`config.mk`:
```
export PLATFORM = sky130hd
export DESIGN_NAME = afc_mac
export DESIGN_NICKNAME = d
export VERILOG_FILES = /design/src/rtl/afc_pkg.sv /design/src/rtl/afc_mac.sv
export SDC_FILE = /design/constraint.sdc
export NUM_CORES = 2
export LEC_CHECK = 0
export BUFFER_PORTS_ARGS = -buffer_cell sky130_fd_sc_hd__buf_2
export CELL_PAD_IN_SITES_DETAIL_PLACEMENT = 0
export CELL_PAD_IN_SITES_GLOBAL_PLACEMENT = 1
export CORE_MARGIN = 2
export CORE_UTILIZATION = 54
export DETAILED_ROUTE_END_ITERATION = 6
export GPL_TIMING_DRIVEN = 1
export PLACE_DENSITY_LB_ADDON = 0.12
export SLEW_MARGIN = 20
export SYNTH_ARGS = -nofsm -noshare
export SYNTH_HDL_FRONTEND = slang
export SYNTH_SLANG_ARGS = --single-unit
```
`constraint.sdc`:
```
create_clock -name clk_i -period 25.5 [get_ports clk_i]
set_input_delay 6.375 -clock clk_i [delete_from_list [all_inputs] [get_ports clk_i]]
set_output_delay 6.375 -clock clk_i [all_outputs]
set_load 0.03 [all_outputs]
```
`src/rtl/afc_pkg.sv`:
```
// shared constants and types for the box frustum cull block
package afc_pkg;

  localparam int unsigned DATA_W = 32;
  localparam int unsigned FRAC_W = 16;
  localparam int unsigned PROD_W = 2 * DATA_W;
  localparam int unsigned FLR_W  = PROD_W - FRAC_W;
  // four summed Q32.16 terms plus headroom for the negated w compare
  localparam int unsigned ACC_W  = FLR_W + 3;
  localparam int unsigned IDX_W  = 4;
  localparam int unsigned OP_W   = 2;

  localparam logic [OP_W-1:0] OP_WR_VP    = 2'd0;
  localparam logic [OP_W-1:0] OP_WR_MODEL = 2'd1;
  localparam logic [OP_W-1:0] OP_TEST     = 2'd2;
  // unused code, the transaction is dropped
  localparam logic [OP_W-1:0] OP_RSVD     = 2'd3;

  localparam logic MAT_MODEL = 1'b0;
  localparam logic MAT_VP    = 1'b1;

  typedef struct packed {
    logic             en;
    logic             sel;
    logic [IDX_W-1:0] idx;
    logic [DATA_W-1:0] data;
  } afc_wr_t;

  typedef struct packed {
    logic mul_en;
    logic acc_clr;
    logic acc_add;
  } afc_mac_ctrl_t;

endpackage

```
`src/rtl/afc_mac.sv`:
```
// shared multiply-accumulate unit with floor rounding of each product to q32.16
module afc_mac (
  input  logic                               clk_i,
  input  afc_pkg::afc_mac_ctrl_t             ctrl_i,
  input  logic signed [afc_pkg::DATA_W-1:0]  coef_i,
  input  logic signed [afc_pkg::DATA_W-1:0]  opnd_i,
  output logic signed [afc_pkg::ACC_W-1:0]   sum_o
);

  logic signed [afc_pkg::PROD_W-1:0] prod_d, prod_q;
  logic signed [afc_pkg::FLR_W-1:0]  prod_flr;
  logic signed [afc_pkg::ACC_W-1:0]  acc_q;

  assign prod_d   = coef_i * opnd_i;
  // arithmetic drop of the fraction bits rounds toward minus infinity
  assign prod_flr = prod_q[afc_pkg::PROD_W-1:afc_pkg::FRAC_W];

  always_ff @(posedge clk_i) begin
    if (ctrl_i.mul_en) begin
      prod_q <= prod_d;
    end
    if (ctrl_i.acc_clr) begin
      acc_q <= '0;
    end else if (ctrl_i.acc_add) begin
      acc_q <= acc_q + afc_pkg::ACC_W'(prod_flr);
    end
  end

  // last column: coefficient times 1.0 is the coefficient itself
  assign sum_o = acc_q + afc_pkg::ACC_W'(prod_flr) + afc_pkg::ACC_W'(coef_i);

endmodule

```
==> impl_metrics.tcl <==
set metrics [dict create \
    drtAntennaViolNets 0 \
    layout.nets 6121 \
    clockBufferDepth 2 \
    yosysTopAreaCell "fa_1" \
    antenna_found_initial 6 \
    synth_nets 6176 \
    start_kind "input port" \
    relSlewSlack_pct 32.8 \
    synth_area_mm2 0.0441 \
    h-tree-depth 3 \
    max_stage_delay_ps 460 \
    endpoint_kind "output pin" \
    path_clk_slew_ps 70 \
    grt_pass1_vias 34408 \
    regToRegEndpoint "acc_q[48]" \
    min_to "acc_q[43]" \
    initial_core_util_pct 54.7 \
    port_buffers 118 \
    dieArea_mm2 0.0840 \
    worst_pin_slew_ps 1010 \
    cp.required_ps 19120 \
    core_mm2 0.0807 \
    drcViolationCount 0 \
    avgSynthCellArea_um2 9.30 \
    r2r_start "prod_q[47]" \
    drive_above_1_share_pct 4.66 \
    tritoncts "yes" \
    crit_path_top_delay_cell "fa_1" \
    grt_remaining_overflow 0 \
    globalplace.congestion 0.890 \
    post-route-min-period_ps 16590 \
    synth-edff-count 48 \
    fin_skew_ps 11.4 \
    final_cell_mix "1083 x fa_1, 988 x inv_1, 572 x nand2_1, 522 x and2_1, 280 x ha_1" \
    ys_seq_elements 99 \
    synth.top_cell.area_share_pct 49.1 \
    hp-start "acc_q[43]" \
    reg2reg_slack_ps 22050 \
    async_flop_share_pct 0 \
    ys_warn_count 0 \
    netlist_instances 4745 \
    outcome "complete, no violations" \
    ios 119 \
    drt-total-wl_mm 118 \
    detail_route.wl_per_cell_um 20.6 \
    clkLatencyLatePin_ps 360 \
    cts_hold_buf 0 \
    grtUsageTotal_pct 29.8 \
    yosysUniqueCellTypes 86 \
    ys_seq_area_share_pct 5.58 \
    grt_pass1_wl_mm 194 \
    crit_path_max_fanout 32 \
    final-setup-viol-count 0 \
    cap_violations 0 \
    holdCritPathClass "flop to flop" \
    max_freq_ghz 0.0603 \
    fp.dieH_um 290 \
    synth.area.top_cells "fa_1 49%, inv_1 8.4%, ha_1 7.9%, and2_1 7.4%, nand2_1 4.9%" \
    cts_root_buffer "clkbuf_16" \
    cp-startpoint "coef_i[0]" \
    hold_depth 2 \
    vias_per_cell 5.51 \
    reg2reg_depth 11 \
    cts_buffers 9 \
    dp_hpwl_mm 93.2 \
    grt_setup_unrepaired "no" \
    vias 31704 \
    dieWidth_um 290 \
    area_growth_syn_to_layout_pct 3.86 \
    layout_commonest_cell "fa_1" \
    rows 104 \
    grt_max_degree 56 \
    path_class "input port to output pin" \
    arrival_ps 10210 \
    post_cts_buffers 0 \
    fin_setup_tns_ps 0 \
    drv_slew 0 \
    post_cts_resized 0 \
    synthFlopType "dfxtp_1" \
    finalHoldViolations 0 \
    period_share_pct 65.1 \
    drtPass1Iterations 7 \
    drtIter0Drc 1929 \
    antenna_cells 0 \
    path_cells "buf_2, buf_4, ha_1, fa_1, a211oi_1, o21bai_1, a211o_1, o21ai_1, a21o_1, a21oi_1, o311ai_1, a21oi_1, mux2i_1, xor2_1, buf_2" \
    nFillCells 7391 \
    clock_sinks 99 \
]
synth_stat cells (all sizes together), types with 10 or more instances:
cell    count
xor2       60
nor2      139
dfxtp      51
ha        280
nor2b      40
a21o       60
and4       12
mux2i      37
inv       988
nand3      33
a21oi     137
clkbuf    218
a211oi     15
o211ai     11
a211o      10
nand2     572
a31o       11
a31oi      15
nand2b     21
buf        12
nor3       32
and3       30
o21a       12
edfxtp     48
and2      522
o31ai      11
nand4      21
o21bai     16
xnor2      90
o21ai      66
fa       1083
state kept, by name (all words and copies together) (netlist names):
register	count
acc_q	51
prod_q	48
critical path, delay by kind of cell:
kind / cells / cell delay [ps]
AOI/OAI and AO/OA: 8 / 2090
adders and majority gates: 2 / 770
muxes: 1 / 230
xor gates and xnor gates: 1 / 160
buffers and inverters: 3 / 540
cell families (layout without fill, tap and decap cells):
| kind of cell | Yosys count | in the layout | share of synthesized area [%] |
|---|---|---|---|
| buffers and inverters | 1218 | 1168 | 10.4 |
| AND/OR/NAND/NOR | 1454 | 1454 | 16.5 |
| adder cells (fa/ha/maj) | 1363 | 1363 | 57.1 |
| multiplexers | 40 | 40 | 0.916 |
| AO/OA/AOI/OAI | 421 | 421 | 6.54 |
| flip-flops | 99 | 99 | 5.58 |
| XOR/XNOR | 150 | 150 | 2.98 |
worst max-delay path by stage:
stage           endpoint  slack (ps)  cells after the start
4_1_cts        sum_o[50]        8910                     15
5_1_grt        sum_o[50]        8660                     15
6_report       sum_o[50]        8910                     15
3_5_place_dp   sum_o[50]        8910                     15
3_3_place_gp   sum_o[50]        8960                     15
2_1_floorplan  sum_o[49]        9800                     11
layer usage:
metal	vias to the layer above	GRT usage [%]	part of all wire (%)
li1	14152	-	-
met1	16520	41.9	45
met2	882	49.3	47
met3	148	3.84	5.8
met4	2	7.15	2.4
met5	-	0	0.010
stage by stage:
step | setup WS [ps] | hold slack, ps | utilization (%) | area [um2] | instances
after floorplan | 9800 | 449 | - | 44100 | 4745
after global placement | 8960 | 458 | 56.4 | 45500 | 5739
after detailed placement | 8910 | 470 | 56.4 | 45500 | 5739
after CTS | 8910 | 481 | 56.8 | 45800 | 5755
after global routing | 8660 | 510 | 56.8 | 45800 | 5755
final | 8910 | 481 | 56.8 | 45800 | 5755
area by class of cell:
cell class                      instances  area (um2)  area share, %
Tap cell                             1060        1330           2.89
Inverter                              988        3710           8.09
Sequential cell                        99        2460           5.37
Clock inverter                          4        76.3          0.167
Timing Repair Buffer                  164         936           2.04
Multi-Input combinational cell       3428       37100           80.9
Clock buffer                           12         236          0.516
Power is left out: the tool's default activity adds up to more than one toggle a clock period on the data nets, which glitch-free logic cannot reach.
