`config.mk`:
```
export PLATFORM = sky130hd
export DESIGN_NAME = afc_regfile
export DESIGN_NICKNAME = d
export VERILOG_FILES = /design/src/rtl/afc_pkg.sv /design/src/rtl/afc_regfile.sv
export SDC_FILE = /design/constraint.sdc
export NUM_CORES = 1
export LEC_CHECK = 0
export BUFFER_PORTS_ARGS = -buffer_cell sky130_fd_sc_hd__buf_2
export CORE_MARGIN = 2
export CORE_UTILIZATION = 41
export DETAILED_ROUTE_END_ITERATION = 8
export SYNTH_ARGS = -nofsm -noshare
export SYNTH_HDL_FRONTEND = slang
export SYNTH_SLANG_ARGS = --single-unit
```
`constraint.sdc`:
```
create_clock -name clk_i -period 2.1 [get_ports clk_i]
set_input_delay 0.315 -clock clk_i [delete_from_list [all_inputs] [get_ports clk_i]]
set_output_delay 0.315 -clock clk_i [all_outputs]
set_load 0.01 [all_outputs]
```
`src/rtl/afc_pkg.sv`:
```
// shared constants and types for the box frustum cull block
package afc_pkg;

  localparam int unsigned DATA_W = 32;
  localparam int unsigned FRAC_W = 16;
  localparam int unsigned PROD_W = 2 * DATA_W;
  localparam int unsigned FLR_W  = PROD_W - FRAC_W;
  // four summed Q32.16 terms plus headroom for the negated w compare
  localparam int unsigned ACC_W  = FLR_W + 3;
  localparam int unsigned IDX_W  = 4;
  localparam int unsigned OP_W   = 2;

  localparam logic [OP_W-1:0] OP_WR_VP    = 2'd0;
  localparam logic [OP_W-1:0] OP_WR_MODEL = 2'd1;
  localparam logic [OP_W-1:0] OP_TEST     = 2'd2;
  // unused code, the transaction is dropped
  localparam logic [OP_W-1:0] OP_RSVD     = 2'd3;

  localparam logic MAT_MODEL = 1'b0;
  localparam logic MAT_VP    = 1'b1;

  typedef struct packed {
    logic             en;
    logic             sel;
    logic [IDX_W-1:0] idx;
    logic [DATA_W-1:0] data;
  } afc_wr_t;

  typedef struct packed {
    logic mul_en;
    logic acc_clr;
    logic acc_add;
  } afc_mac_ctrl_t;

endpackage

```
`src/rtl/afc_regfile.sv`:
```
// model and view-projection matrix storage, one write and one read port
module afc_regfile (
  input  logic                               clk_i,
  input  logic                               rst_ni,
  input  afc_pkg::afc_wr_t                   wr_i,
  input  logic                               rd_sel_i,
  input  logic        [afc_pkg::IDX_W-1:0]   rd_idx_i,
  output logic signed [afc_pkg::DATA_W-1:0]  rd_data_o
);

  localparam int unsigned Depth = 2 ** afc_pkg::IDX_W;

  logic [afc_pkg::DATA_W-1:0] model_q [Depth];
  logic [afc_pkg::DATA_W-1:0] vp_q    [Depth];

  always_ff @(posedge clk_i or negedge rst_ni) begin
    if (!rst_ni) begin
      for (int i = 0; i < Depth; i++) begin
        model_q[i] <= '0;
        vp_q[i]    <= '0;
      end
    end else if (wr_i.en) begin
      if (wr_i.sel == afc_pkg::MAT_VP) begin
        vp_q[wr_i.idx] <= wr_i.data;
      end else begin
        model_q[wr_i.idx] <= wr_i.data;
      end
    end
  end

  assign rd_data_o = (rd_sel_i == afc_pkg::MAT_VP) ? $signed(vp_q[rd_idx_i])
                                                   : $signed(model_q[rd_idx_i]);

endmodule

```
==> flow_summary.yaml <==
clocking:
  clk_latency_ns: 0.67
  cts_buffers: 108
  cts_sinks: 1024
  clk_pin_slew_ns: 0.06
  cts_tree: "done"
  htreeDepth: 3
  cts_buffer_depth: 3
  root_buffer: "clkbuf_16"
detailed_routing:
  wl_met3_mm: 5.17
  route.detailed.drc: 0
  maxUsedRoutingLayer: "met5"
  vias_per_cell: 5.57
  detail_route.iter0.violations: 1661
  wl_met2_mm: 62.8
  ant_nets: 0
  drt_pass1_iterations: 7
  m1WireLength_mm: 60.5
  postRouteWirelength_mm: 131
  num_vias: 29119
  routedWlPerCell_um: 25.1
yosys:
  ys_ff_latch: 1024
  syn_area_per_cell_um2: 13.6
  ys_types: 25
  yosys_warnings: 0
  syn_inst: 3453
  yosysSeqAreaShare_pct: 54.6
  synth_area_um2: 46900
  syn-num-nets: 3498
timing:
  min_period_over_period_pct: 111
  slew_viol_final: 0
  tightest_slew_ns: 0.624
  fin_crit_ns: 2.33
  relSlewSlack_pct: 58.4
  rsz0062_at_grt: "yes"
  clock_skew_ns: 0
  setup_viol: 32
  whs_ns: 0.141
  fmax_ghz: 0.428
  layout_setup_ws_ns: -0.235
  finalHoldViolCount: 0
power:
  intPower_w: 0.0395
  vdd_drop_max_mv: 0.692
  power_switching_w: 0.0135
  leakagePower_nw: 26.2
  power_density_nw_per_um2: 947
  comb_power_share_pct: 16.3
  p_clk_share_pct: 35.6
  seqPwrFrac_pct: 48.0
  switching_share_pct: 25.4
finish:
  fillers: 9853
  ff_latch_area_um2: 25600
  finalNetCount: 3675
  final_cells: 5225
  drive_gt1_share_pct: 44.6
  area_growth_pct: 19.1
  utilization_pct: 49.1
  fin_area_um2: 55900
  multi_input_area_um2: 20500
worst_setup_path:
  rr_worst_depth: 2
  worstSetupPathType: "reg2out"
  cp-start-kind: "flop"
  endpoint_kind: "output pin"
  timing.rr.end: "model_q[391]"
  startpoint: "model_q[311]"
  cp.required_ns: 1.78
  critPathMaxFanout: 2
  setup.worst_path.end: "rd_data_o[23]"
  reg2reg_setup_slack_ns: 1.19
  rr_startpoint: "model_q[391]"
  worstPathArrival_ns: 2.02
status:
  status: "finished, violations left"
  violations: "negative setup slack"
placed_design:
  dp_slack_ns: -0.269
  routabilityCongestion: 0.799
  dpl.hpwl_mm: 83.8
  dp.cells: 5034
  dpl-instance-area_um2: 51900
  port_buffers: 76
floorplanning:
  die_h_um: 342
  die_w_um: 342
  num_rows: 124
  initial_core_util_pct: 41.2
  core_area_um2: 114000
  pin_count: 77
  die_area_um2: 117000
hold_path:
  hold_class: "in2async"
grt:
  grt_pass1_wl_mm: 199
  grt_overflow: 0
  grt_max_degree: 92
  grt_use_total_pct: 22.5
  grt_antenna_before_repair: 13
  grt_pass1_vias: 30185
run:
  maxCapViolCount: 0
-- layer usage --
| metal | up-vias | global-route usage [%] |
|---|---|---|
| li1 | 12886 | - |
| met1 | 15558 | 31.9 |
| met2 | 513 | 36.7 |
| met3 | 158 | 2.85 |
| met4 | 4 | 5.60 |
| met5 | - | 0 |
-- state kept, by name (all words and copies together) (netlist names) --
signal   cells
model_q    512
vp_q       512
-- Yosys cell counts, drive strengths merged --
cell type	number	area [um2]
a21oi	96	480
a22o	64	561
a22oi	96	721
a31oi	32	200
and2	1	6.26
buf	159	759
clkbuf	164	616
dfrtp	1024	25600
mux2	1024	11500
mux2i	512	5120
nand2	110	413
nand2b	7	51.3
nand3	98	490
nand4	3	18.8
nor2	15	56.3
nor2b	6	37.5
nor3	37	185
nor4	2	25.0
or2	2	12.5
or3	1	6.26
-- critical path, cell delays in order, from the launching register on --
cell	delay [ns]
dfrtp_1	0.37
mux2i_1	0.16
a22o_1	0.16
nor3_1	0.05
a31oi_1	0.20
nand3_1	0.20
buf_2	0.20
-- worst min-delay path by stage --
| stage | from | end | cells after the start |
|---|---|---|---|
| 2_1_floorplan | rst_ni | model_q[0] | 0 |
| 3_3_place_gp | rst_ni | vp_q[228] | 1 |
| 3_5_place_dp | rst_ni | vp_q[228] | 1 |
| 4_1_cts | rst_ni | vp_q[481] | 2 |
| 5_1_grt | rst_ni | vp_q[4] | 2 |
| 6_report | rst_ni | vp_q[4] | 2 |
-- power groups by stage --
stage / Clock (W) / Sequential (W) / Combinational [W]
after floorplan: 0 / 0.0252 / 0.00604
after global placement: 0 / 0.0256 / 0.00827
after detailed placement: 0 / 0.0258 / 0.00846
after CTS: 0.0193 / 0.0254 / 0.00868
after global routing: 0.0201 / 0.0259 / 0.00945
final: 0.0189 / 0.0254 / 0.00863
-- final cells by class --
class                      count  share of cell area (%)
sequential                  1024                    45.8
tap                         1512                    3.38
clock buffer                 161                    5.77
multi-input combinational   2106                    36.7
antenna                        4                  0.0179
clock inverter                28                   0.510
timing repair buffer         390                    7.82
-- kinds of logic (layout without fill, tap and decap cells) --
logic type,Yosys count,count (layout),share of synthesized area (%)
and+or+nand+nor,282,282,2.78
DFF,1024,1024,54.6
buffers and inverters,323,579,2.93
muxes,1536,1536,35.5
other,0,4,0
AOI/OAI and AO/OA,288,288,4.18
-- placed cells by master, fill, tap and decap left out, types with 14 or more instances in the layout --
| master | count |
|---|---|
| nand3_1 | 79 |
| mux2_1 | 15 |
| a22oi_1 | 96 |
| a22o_1 | 64 |
| buf_12 | 116 |
| nand2_1 | 99 |
| clkbuf_8 | 30 |
| clkinv_2 | 15 |
| nand3_2 | 14 |
| nor3_2 | 16 |
| buf_4 | 193 |
| clkbuf_16 | 109 |
| nor3_1 | 19 |
| mux2_2 | 1009 |
| a31oi_1 | 19 |
| mux2i_1 | 508 |
| dfrtp_1 | 1024 |
| clkbuf_1 | 22 |
| buf_2 | 53 |
| a21oi_1 | 96 |
| buf_6 | 24 |
-- what timing repair did --
action / 4_1_cts / 5_1_grt
hold endpoints to repair: 386 / 0
buffers inserted: 4 / 0
hold buffers: 1 / 0
endpoints found under the setup margin: 32 / 32
resized for setup: 73 / 27
pin swaps: 47 / 38
-- per-stage QoR --
step	setup TNS, ns	power [W]
5_1_grt	-8.37	0.0555
2_1_floorplan	0	0.0312
4_1_cts	-7.23	0.0534
6_report	-5.30	0.0530
3_3_place_gp	-4.23	0.0339
3_5_place_dp	-4.35	0.0342
(Power assumes the default switching activity.)
